==> config.mk <==
export PLATFORM = sky130hd
export DESIGN_NAME = mecanum_move_sequencer_core
export DESIGN_NICKNAME = d
export VERILOG_FILES = /design/src/rtl/msq_pkg.sv /design/src/rtl/mecanum_move_sequencer_core.sv
export SDC_FILE = /design/constraint.sdc
export NUM_CORES = 2
export LEC_CHECK = 0
export BUFFER_PORTS_ARGS = -buffer_cell sky130_fd_sc_hd__buf_2
export CORE_ASPECT_RATIO = 1.25
export CORE_MARGIN = 1.5
export CORE_UTILIZATION = 45
export DETAILED_ROUTE_END_ITERATION = 7
export MAX_ROUTING_LAYER = met4
export RECOVER_POWER = 50
export SKIP_CTS_REPAIR_TIMING = 1
export SLEW_MARGIN = 20
export SYNTH_ARGS = -nofsm -noshare
export SYNTH_HDL_FRONTEND = slang
export SYNTH_SLANG_ARGS = --single-unit
==> constraint.sdc <==
create_clock -name clk -period 27.4 [get_ports clk]
set_input_delay 1.37 -clock clk [delete_from_list [all_inputs] [get_ports clk]]
set_output_delay 1.37 -clock clk [all_outputs]
set_load 0.02 [all_outputs]
==> src/rtl/msq_pkg.sv <==
`timescale 1ns / 1ps
`default_nettype none
// ----------------------------------------------------------------------------
// Mecanum move sequencer package
// Shared codes, widths and the wheel target arithmetic for the sequencer core.
// ----------------------------------------------------------------------------
package msq_pkg;

  localparam int SPEED_W = 16;
  localparam int MIX_W   = SPEED_W + 2;
  localparam int TPM_W   = 16;
  localparam int WHEEL_W = 24;
  localparam int PROD_W  = MIX_W + TPM_W + 1;
  localparam int FRAC_W  = 10;

  localparam logic [TPM_W-1:0] TPM_RESET = 16'd1000;

  localparam logic [1:0] OP_TICK  = 2'd0;
  localparam logic [1:0] OP_CMD   = 2'd1;
  localparam logic [1:0] OP_DRIVE = 2'd2;

  localparam logic [1:0] CMD_STOP  = 2'd0;
  localparam logic [1:0] CMD_TIMED = 2'd1;
  localparam logic [1:0] CMD_DIST  = 2'd2;

  typedef enum logic [1:0] {
    MODE_NONE  = 2'd0,
    MODE_TIMED = 2'd1,
    MODE_DIST  = 2'd2
  } mode_t;

  // Wheel target in ticks per second, rounded toward minus infinity.
  function automatic logic signed [WHEEL_W-1:0] wheel_target(
    input logic signed [MIX_W-1:0] mix,
    input logic [TPM_W-1:0] tpm
  );
    logic signed [PROD_W-1:0] prod;
    prod = PROD_W'(mix) * $signed({{(PROD_W-TPM_W){1'b0}}, tpm});
    return prod[FRAC_W+WHEEL_W-1:FRAC_W];
  endfunction

endpackage
`default_nettype wire

==> src/rtl/mecanum_move_sequencer_core.sv <==
`timescale 1ns / 1ps
`default_nettype none
// ----------------------------------------------------------------------------
// Mecanum move sequencer core
// Runs timed and distance moves and mixes drive speeds into four wheel targets.
// ----------------------------------------------------------------------------
// Usage: items enter on the in_valid/in_ready channel. Each item is a tick, a
// motion command or a direct drive request, selected by op. Every accepted
// transaction yields exactly one result transaction on out_valid/out_ready,
// in order. An item sits in the input register, where the move state is
// updated and the four wheel multiplies are done, and the result is
// registered at the output once the output register is free. One item is
// accepted per cycle while the output is taken; the rate is set by the single
// state update pass between the two registers. When the receiver stalls, the
// result holds in the output register and the input register fills; in_ready
// drops only when both are occupied. ticks_per_meter is written through
// cfg_wr_en/cfg_wr_data; the user must write it only while idle, which the
// block does not enforce. Reset clears the move state, the drive speeds and
// both pipeline registers and sets ticks_per_meter to 1000.
// ----------------------------------------------------------------------------
module mecanum_move_sequencer_core (
  input  wire logic                clk,
  input  wire logic                rst,
  input  wire logic                cfg_wr_en,
  input  wire logic [15:0]         cfg_wr_data,
  input  wire logic                in_valid,
  output logic                     in_ready,
  input  wire logic [1:0]          op,
  input  wire logic [1:0]          cmd_type,
  input  wire logic signed [15:0]  fwd_speed,
  input  wire logic signed [15:0]  strafe_speed,
  input  wire logic signed [15:0]  rotate_speed,
  input  wire logic [31:0]         duration_ms,
  input  wire logic [22:0]         target_distance,
  input  wire logic [31:0]         now_ms,
  input  wire logic signed [23:0]  travelled_distance,
  output logic                     out_valid,
  input  wire logic                out_ready,
  output logic signed [23:0]       wheel_front_left,
  output logic signed [23:0]       wheel_front_right,
  output logic signed [23:0]       wheel_back_right,
  output logic signed [23:0]       wheel_back_left,
  output logic                     targets_valid,
  output logic                     reset_distance,
  output logic [1:0]               motion_mode
);

  logic [msq_pkg::TPM_W-1:0] ticks_per_meter;

  logic                s1_valid;
  logic [1:0]          s1_op;
  logic [1:0]          s1_cmd_type;
  logic signed [15:0]  s1_fwd;
  logic signed [15:0]  s1_strafe;
  logic signed [15:0]  s1_rotate;
  logic [31:0]         s1_duration;
  logic [22:0]         s1_target;
  logic [31:0]         s1_now;
  logic signed [23:0]  s1_travelled;

  msq_pkg::mode_t      mode, mode_next;
  logic signed [15:0]  cmd_fwd, cmd_fwd_next;
  logic signed [15:0]  cmd_strafe, cmd_strafe_next;
  logic signed [15:0]  cmd_rotate, cmd_rotate_next;
  logic signed [15:0]  drive_fwd, drive_fwd_next;
  logic signed [15:0]  drive_strafe, drive_strafe_next;
  logic signed [15:0]  drive_rotate, drive_rotate_next;
  logic [31:0]         limit_duration, limit_duration_next;
  logic [22:0]         limit_distance, limit_distance_next;
  logic [31:0]         start_time, start_time_next;

  logic                out_free;
  logic                advance;
  logic                move_ended;
  logic [31:0]         elapsed;
  logic                res_tick;
  logic                res_reset_distance;
  logic signed [msq_pkg::MIX_W-1:0] f_x, s_x, r_x;
  logic signed [msq_pkg::MIX_W-1:0] mix_fl, mix_fr, mix_br, mix_bl;

  assign out_free = !out_valid || out_ready;
  assign advance  = s1_valid && out_free;
  assign in_ready = !s1_valid || out_free;

  assign elapsed = s1_now - start_time;

  always_comb begin
    move_ended          = 1'b0;
    mode_next           = mode;
    cmd_fwd_next        = cmd_fwd;
    cmd_strafe_next     = cmd_strafe;
    cmd_rotate_next     = cmd_rotate;
    drive_fwd_next      = drive_fwd;
    drive_strafe_next   = drive_strafe;
    drive_rotate_next   = drive_rotate;
    limit_duration_next = limit_duration;
    limit_distance_next = limit_distance;
    start_time_next     = start_time;
    res_tick            = 1'b0;
    res_reset_distance  = 1'b0;
    case (s1_op)
      msq_pkg::OP_TICK: begin
        res_tick = 1'b1;
        if (mode == msq_pkg::MODE_TIMED) begin
          move_ended = elapsed >= limit_duration;
        end else if (mode == msq_pkg::MODE_DIST) begin
          move_ended = s1_travelled >= $signed({1'b0, limit_distance});
        end
        if (mode == msq_pkg::MODE_TIMED || mode == msq_pkg::MODE_DIST) begin
          if (move_ended) begin
            mode_next         = msq_pkg::MODE_NONE;
            drive_fwd_next    = '0;
            drive_strafe_next = '0;
            drive_rotate_next = '0;
          end else begin
            drive_fwd_next    = cmd_fwd;
            drive_strafe_next = cmd_strafe;
            drive_rotate_next = cmd_rotate;
          end
        end
      end
      msq_pkg::OP_CMD: begin
        case (s1_cmd_type)
          msq_pkg::CMD_TIMED: begin
            mode_next           = msq_pkg::MODE_TIMED;
            cmd_fwd_next        = s1_fwd;
            cmd_strafe_next     = s1_strafe;
            cmd_rotate_next     = s1_rotate;
            limit_duration_next = s1_duration;
            start_time_next     = s1_now;
          end
          msq_pkg::CMD_DIST: begin
            mode_next           = msq_pkg::MODE_DIST;
            cmd_fwd_next        = s1_fwd;
            cmd_strafe_next     = s1_strafe;
            cmd_rotate_next     = s1_rotate;
            limit_distance_next = s1_target;
            start_time_next     = s1_now;
            drive_fwd_next      = s1_fwd;
            drive_strafe_next   = s1_strafe;
            drive_rotate_next   = s1_rotate;
            res_reset_distance  = 1'b1;
          end
          default: begin
            drive_fwd_next    = '0;
            drive_strafe_next = '0;
            drive_rotate_next = '0;
          end
        endcase
      end
      msq_pkg::OP_DRIVE: begin
        drive_fwd_next    = s1_fwd;
        drive_strafe_next = s1_strafe;
        drive_rotate_next = s1_rotate;
      end
      default: begin
      end
    endcase
  end

  assign f_x = msq_pkg::MIX_W'(drive_fwd_next);
  assign s_x = msq_pkg::MIX_W'(drive_strafe_next);
  assign r_x = msq_pkg::MIX_W'(drive_rotate_next);

  assign mix_fl = f_x - s_x - r_x;
  assign mix_fr = f_x + s_x + r_x;
  assign mix_br = f_x - s_x + r_x;
  assign mix_bl = f_x + s_x - r_x;

  always_ff @(posedge clk) begin
    if (rst) begin
      ticks_per_meter <= msq_pkg::TPM_RESET;
    end else if (cfg_wr_en) begin
      ticks_per_meter <= cfg_wr_data;
    end
  end

  always_ff @(posedge clk) begin
    if (rst) begin
      s1_valid <= 1'b0;
    end else if (in_ready) begin
      s1_valid <= in_valid;
    end
  end

  always_ff @(posedge clk) begin
    if (in_valid && in_ready) begin
      s1_op        <= op;
      s1_cmd_type  <= cmd_type;
      s1_fwd       <= fwd_speed;
      s1_strafe    <= strafe_speed;
      s1_rotate    <= rotate_speed;
      s1_duration  <= duration_ms;
      s1_target    <= target_distance;
      s1_now       <= now_ms;
      s1_travelled <= travelled_distance;
    end
  end

  always_ff @(posedge clk) begin
    if (rst) begin
      mode           <= msq_pkg::MODE_NONE;
      cmd_fwd        <= '0;
      cmd_strafe     <= '0;
      cmd_rotate     <= '0;
      drive_fwd      <= '0;
      drive_strafe   <= '0;
      drive_rotate   <= '0;
      limit_duration <= '0;
      limit_distance <= '0;
      start_time     <= '0;
    end else if (advance) begin
      mode           <= mode_next;
      cmd_fwd        <= cmd_fwd_next;
      cmd_strafe     <= cmd_strafe_next;
      cmd_rotate     <= cmd_rotate_next;
      drive_fwd      <= drive_fwd_next;
      drive_strafe   <= drive_strafe_next;
      drive_rotate   <= drive_rotate_next;
      limit_duration <= limit_duration_next;
      limit_distance <= limit_distance_next;
      start_time     <= start_time_next;
    end
  end

  always_ff @(posedge clk) begin
    if (rst) begin
      out_valid <= 1'b0;
    end else if (out_free) begin
      out_valid <= s1_valid;
    end
  end

  always_ff @(posedge clk) begin
    if (advance) begin
      if (res_tick) begin
        wheel_front_left  <= msq_pkg::wheel_target(mix_fl, ticks_per_meter);
        wheel_front_right <= msq_pkg::wheel_target(mix_fr, ticks_per_meter);
        wheel_back_right  <= msq_pkg::wheel_target(mix_br, ticks_per_meter);
        wheel_back_left   <= msq_pkg::wheel_target(mix_bl, ticks_per_meter);
      end else begin
        wheel_front_left  <= '0;
        wheel_front_right <= '0;
        wheel_back_right  <= '0;
        wheel_back_left   <= '0;
      end
      targets_valid  <= res_tick;
      reset_distance <= res_reset_distance;
      motion_mode    <= mode_next;
    end
  end

`ifndef ASSERT_OFF
  a_reset_distance_mode: assert property (@(posedge clk) disable iff (rst)
    out_valid && reset_distance |-> motion_mode == msq_pkg::MODE_DIST)
    else $error("reset_distance raised outside a distance move");

  a_tick_or_restart: assert property (@(posedge clk) disable iff (rst)
    out_valid |-> !(targets_valid && reset_distance))
    else $error("tick result also flags a distance reset");

  a_idle_wheels_zero: assert property (@(posedge clk) disable iff (rst)
    out_valid && !targets_valid |-> wheel_front_left == '0 && wheel_front_right == '0 &&
      wheel_back_right == '0 && wheel_back_left == '0)
    else $error("non-tick result carries wheel targets");

  a_stall_holds_stage: assert property (@(posedge clk) disable iff (rst)
    !in_ready |-> s1_valid && out_valid && !out_ready)
    else $error("input stalled with a free pipeline slot");
`endif

endmodule
`default_nettype wire

======== After elaboration in Yosys (flattened, before gate mapping) ========
Cells that the tools add are included.
W data, S select, Z words.
word-level totals
  register bits ........................... 466
  input bits .............................. 184
  output and inout port bits .............. 102
operators by class
  add/sub/neg operators ................... 7
  $mul .................................... 4
  $lt $le $gt $ge ......................... 2
  eq/ne operators ......................... 6
  multiplexer cells ....................... 21
  reductions and logical operators ........ 12
operator list
  kind                  number
  $pmux W16 S3          3
  $mul A18 B17 Y34      4
  $mux W16              6
  $pmux W16 S2          3
  $add A17 B16 Y18      2
  $sub A17 B16 Y18      2
  $ge A32 B32 Y1        1
  $sub A32 B32 Y32      1
  $ge A24 B24 Y1        1
  $add A16 B16 Y17      1
  $sub A16 B16 Y17      1
  $reduce_and A3 Y1     3
  $pmux W2 S2           2
  $eq A2 B1 Y1 const B  3
  $eq A2 B2 Y1 const B  3
  $mux W1               5
  $mux W2               2
  $logic_or A1 B1 Y1    3
  $logic_and A1 B1 Y1   2
  $logic_not A1 Y1      2
  $logic_not A2 Y1      1
  $reduce_or A2 Y1      1

======== Logic depth before layout (Yosys ltp) ========
  word-level depth ........................ 10
  mapped depth ............................ 65
  depth with buffers taken out ............ 63

======== Worst setup path after synthesis ========
Ideal clock, no wire load.
  path kind ............................... reg2reg
  start point ............................. register s1_now[0]
  end point ............................... register wheel_front_left[20] (data pin)
  arrival time ............................ 14,041 ps
  data required time ...................... 27,130 ps
  path slack .............................. 13,089 ps
  cell stages (with the launch flop) ...... 64
  path buffers ............................ 2
  clock period less this slack ............ 14,311 ps
  path through ............................ edfxtp_1 inv_1 ha_1 inv_1 fa_1 a21o_1 a21oi_1 o21bai_1 a311o_1 a41oi_1 nor2_1 o31a_1 o2111ai_1 nand2_1 a211o_1 ha_1 nand4_1 nor2_1 (+28 left out) fa_1 inv_1 fa_1 fa_1 fa_1 inv_1 fa_1 inv_1 ha_1 a21o_1 a21o_1 a21o_1 a21o_1 a21oi_1 a21oi_1 o21ai_0 nor3b_1 nor3_1
between the ends
  cells in the longest elaborated chain, start to end .. 10
  elaborated cells on any way between the ends .. 16
  those cells by class .................... add/sub: 3; mul: 1; order compare: 1; mux: 11
ends and longest elaborated chain
  what                      line                                RTL
  start: declaration        mecanum_move_sequencer_core.sv:58   logic [31:0] s1_now;
  start signal: assignment  mecanum_move_sequencer_core.sv:195  s1_now <= now_ms;
  $sub A32 B32 Y32          mecanum_move_sequencer_core.sv:85   assign elapsed = s1_now - start_time;
  $ge A32 B32 Y1            mecanum_move_sequencer_core.sv:105  move_ended = elapsed >= limit_duration;
  $mux W1                   mecanum_move_sequencer_core.sv:104  if (mode == msq_pkg::MODE_TIMED) begin
  $mux W1                   mecanum_move_sequencer_core.sv:101  case (s1_op)
  $mux W16                  mecanum_move_sequencer_core.sv:110  if (move_ended) begin
  $mux W16                  mecanum_move_sequencer_core.sv:109  if (mode == msq_pkg::MODE_TIMED || mode == msq_pkg::MODE_DIST) begin
  $pmux W16 S3              mecanum_move_sequencer_core.sv:101
  via drive_strafe_next[0]  mecanum_move_sequencer_core.sv:66   logic signed [15:0] drive_strafe, drive_strafe_next;
  $sub A16 B16 Y17          mecanum_move_sequencer_core.sv:165  assign mix_fl = f_x - s_x - r_x;
  $sub A17 B16 Y18          mecanum_move_sequencer_core.sv:165
  $mul A18 B17 Y34          msq_pkg.sv:38                       prod = PROD_W'(mix) * $signed({{(PROD_W-TPM_W){1'b0}}, tpm});
  end signal: assignment    mecanum_move_sequencer_core.sv:237  wheel_front_left <= msq_pkg::wheel_target(mix_fl, ticks_per_meter);
  end: declaration          mecanum_move_sequencer_core.sv:39   output logic signed [23:0] wheel_front_left,
The timed path passes the listed nets, and every way through them passes these cells. The select of a mux whose other input is x is not followed.
A chain may end at the register's enable or synchronous reset.

======== Worst setup path in the final report ========
Same ends and word-level chain as after synthesis.

==> summary.md <==
| Metric | Value |
|---|---|
| # IOs | 286 |
| Initial Utilization | 45.3% |
| Final Hold Vio Count | 0 |
| Clock transition at path regs | 0.07 ns |
| Largest net degree at the start of global routing | 95 |
| Die X | around 350 µm |
| Yosys top cell area share | between 30% and 40% |
| RSZ-0062 raised after global routing | no |
| MaxCap Viol Count | 8 |
| Outcome | complete, but fails checks |
| Measured slew at the worst slew-check pin | 4.73 ns |
| Most frequent cell after synthesis | inv_1 |
| WL/cell | 19.4 µm |
| Ys async rst share | 0% |
| Max Root-Sink Buffers | 3 |
| Total CTS buffers | between 50 and 60 |
| GRT Max-Usage Layer | met2 |
| Final critical-path required period | 16.61 ns |
| FF-to-FF path depth | 59 |
| Slew Limit Fails | 444 |
| Max-slew headroom | -215% |
| GRT met1 Usage | a little under a third |
| YS warnings | 0 |
| Routability congestion estimate | 0.909 |
| Root Buffer | clkbuf_16 |
| GR Util met3 | between 3 and 4% |
| HPWL Detailed | 144000 µm |
| Synth cell count leaders | inv_1 (1584), fa_1 (1123), nand2_1 (969) |
| Area leader, netlist | fa_1 |
| Cell Area, Synth | slightly below 0.07 mm² |
| H-tree depth | 2 |
| Final setup violation count | 0 |
| Critical Path Source Type | flip-flop |
| Crit path max-delay cell type | xnor2_2 |
| Number of global-route vias before repair | roughly 54000 |
| Vias/cell | approximately 5.3 |
| First-pass GRT wire length | 301000 µm |
| Initial drt markers | just over 3000 |
| Final net count | 9486 |
| Synth Register Bits | roughly 470 |
| Slowest cell delay on critical path | 0.70 ns |
| Setup TNS | 0 ns |
| Setup Crit Path Kind | flip-flop to flip-flop |
| Number of synthesized flops with an enable pin | 263 |
| Area Overhead vs Synth | 7.75% |
| Die H | roughly 440 µm |
| Crit path DAT | 17.03 ns |
| CTS tree | done |
| FMAX | 60.2 MHz |
| Port bufs | roughly 290 |
| Rows | 159 |
| Die area | 0.154 mm² |
| Avg Inst Size Synth | 8.97 µm² |
| ANT nets after route | 0 |
| Overflow after GRT | 0 |
| Clock Sinks | 466 |
| Met2 GRT Util | 44.0% |
| Req. time, crit path | 27.82 ns |
| Final WL | ~190000 µm |
| WHS Path Cells | 2 |
| Layout cell share with drive strength beyond 1 | 5.90% |
| Via count | 51500 |
| Worst-Skew Late Latency | just over 0.7 ns |
| Crit Path Max Fanout | 42 |
| Clk_skew | 0.0606 ns |
| Fin crit share | 60.6% |
| DRT Pass-1 Iters | 8 |
| Worst hold path class | flip-flop to flip-flop |
| DR DRC count | 0 |
| CORE AREA | about 0.15 mm² |
| GRT Total Usage | between 20% and 30% |
| Synth cell types | 86 |
| Sequential-to-total area share from yosys stat | ~18% |
| Initial antenna violation count | 13 |
| Failing checks | capacitance limit, slew limit |
| Hold_ws | between 0.4 and 0.5 ns |
| Synth Instances | 7591 |
| Prevailing post-synth register cell | edfxtp_1 |
| Syn Nets | 9426 |
| Filler cells | approximately 14000 |
| Top cells by area, synth | fa_1 (33%), edfxtp_1 (12%), ha_1 (9.7%), inv_1 (8.7%), dfxtp_1 (6.0%) |
| CP endpoint kind | flip-flop |
[final timing paths]
kind | from | endpoint | slack [ns]
hold / removal | limit_distance[22] | limit_distance[22] | 0.45
setup / recovery | s1_now[0] | wheel_front_left[20] | 10.79
setup reg to reg | s1_now[0] | wheel_front_left[20] | 10.79
hold reg to reg | limit_distance[22] | limit_distance[22] | 0.45
[cell families after synthesis]
family / after synthesis / share of synthesized area, %
compound gates: 1093 / 10.3
xor+xnor: 268 / 3.45
fa+ha+maj: 1651 / 42.7
buf+inv: 1965 / 10.9
flops: 466 / 17.6
mux: 18 / 0.270
simple gates: 2130 / 14.9
[layout by cell type, fill, tap and decap left out, types with 22 or more instances in the layout]
cell,n
a21oi_1,337
o21bai_1,29
xor2_1,87
o21ai_1,36
and2_1,350
nand4_1,31
nand2b_1,43
nand3_1,56
o211ai_1,22
nor2b_1,71
a31o_2,23
o21a_1,95
fa_1,1123
edfxtp_1,263
xnor2_1,152
buf_2,162
a21o_1,59
a31oi_1,56
nand2_1,969
ha_1,527
o31ai_1,30
nor3_1,85
nor2_1,317
dfxtp_1,187
o21ai_0,205
clkbuf_16,54
buf_4,97
a211oi_1,46
inv_1,1583
and3_1,86
clkbuf_1,142
[layer usage]
layer	vias to the layer above	wire, µm
met5	-	0
met4	0	8350
met3	341	10300
met2	1513	93900
met1	25900	76300
li1	23800	-
[registers in the layout (all words and copies together) (netlist names), 24 cells and up]
register,cells
limit_duration,32
wheel_back_right,24
s1_travelled,24
s1_now,32
s1_duration,32
wheel_front_right,24
wheel_back_left,24
start_time,32
wheel_front_left,24
[through the flow]
stage / cell area, µm² / instances / setup WS [ns] / util [%]
CTS: 73500 / 9705 / 10.91 / 48.9
global route: 73300 / 9716 / 9.56 / 48.8
global placement: 71700 / 9609 / 11.16 / 47.7
finish: 73300 / 9718 / 10.79 / 48.8
floorplan: 68100 / 7591 / 13.09 / -
detailed placement: 71700 / 9609 / 10.96 / 47.8
[layout make-up]
cell class	count	area [µm²]	share of cell area, %
clock buffer	75	1500	2.05
antenna	13	32.5	0.0444
inverter	1584	5950	8.11
clock inverter	21	282	0.384
timing repair buffer	387	2020	2.75
multi-input combinational	5160	49100	66.9
tap	2012	2520	3.43
sequential	466	12000	16.3
[worst max-delay path: cells and delay by family (launching register included)]
family	cells	cell delay (ns)
adder cells (fa/ha/maj)	12	5.03
XOR/XNOR	2	0.89
AO/OA/AOI/OAI	30	7.70
buffers and inverters	8	0.98
AND/OR/NAND/NOR	7	1.30
flip-flops	1	0.39
Power is not shown: default switching activity piles up to over one toggle a cycle in this logic, so the estimate is an artifact.
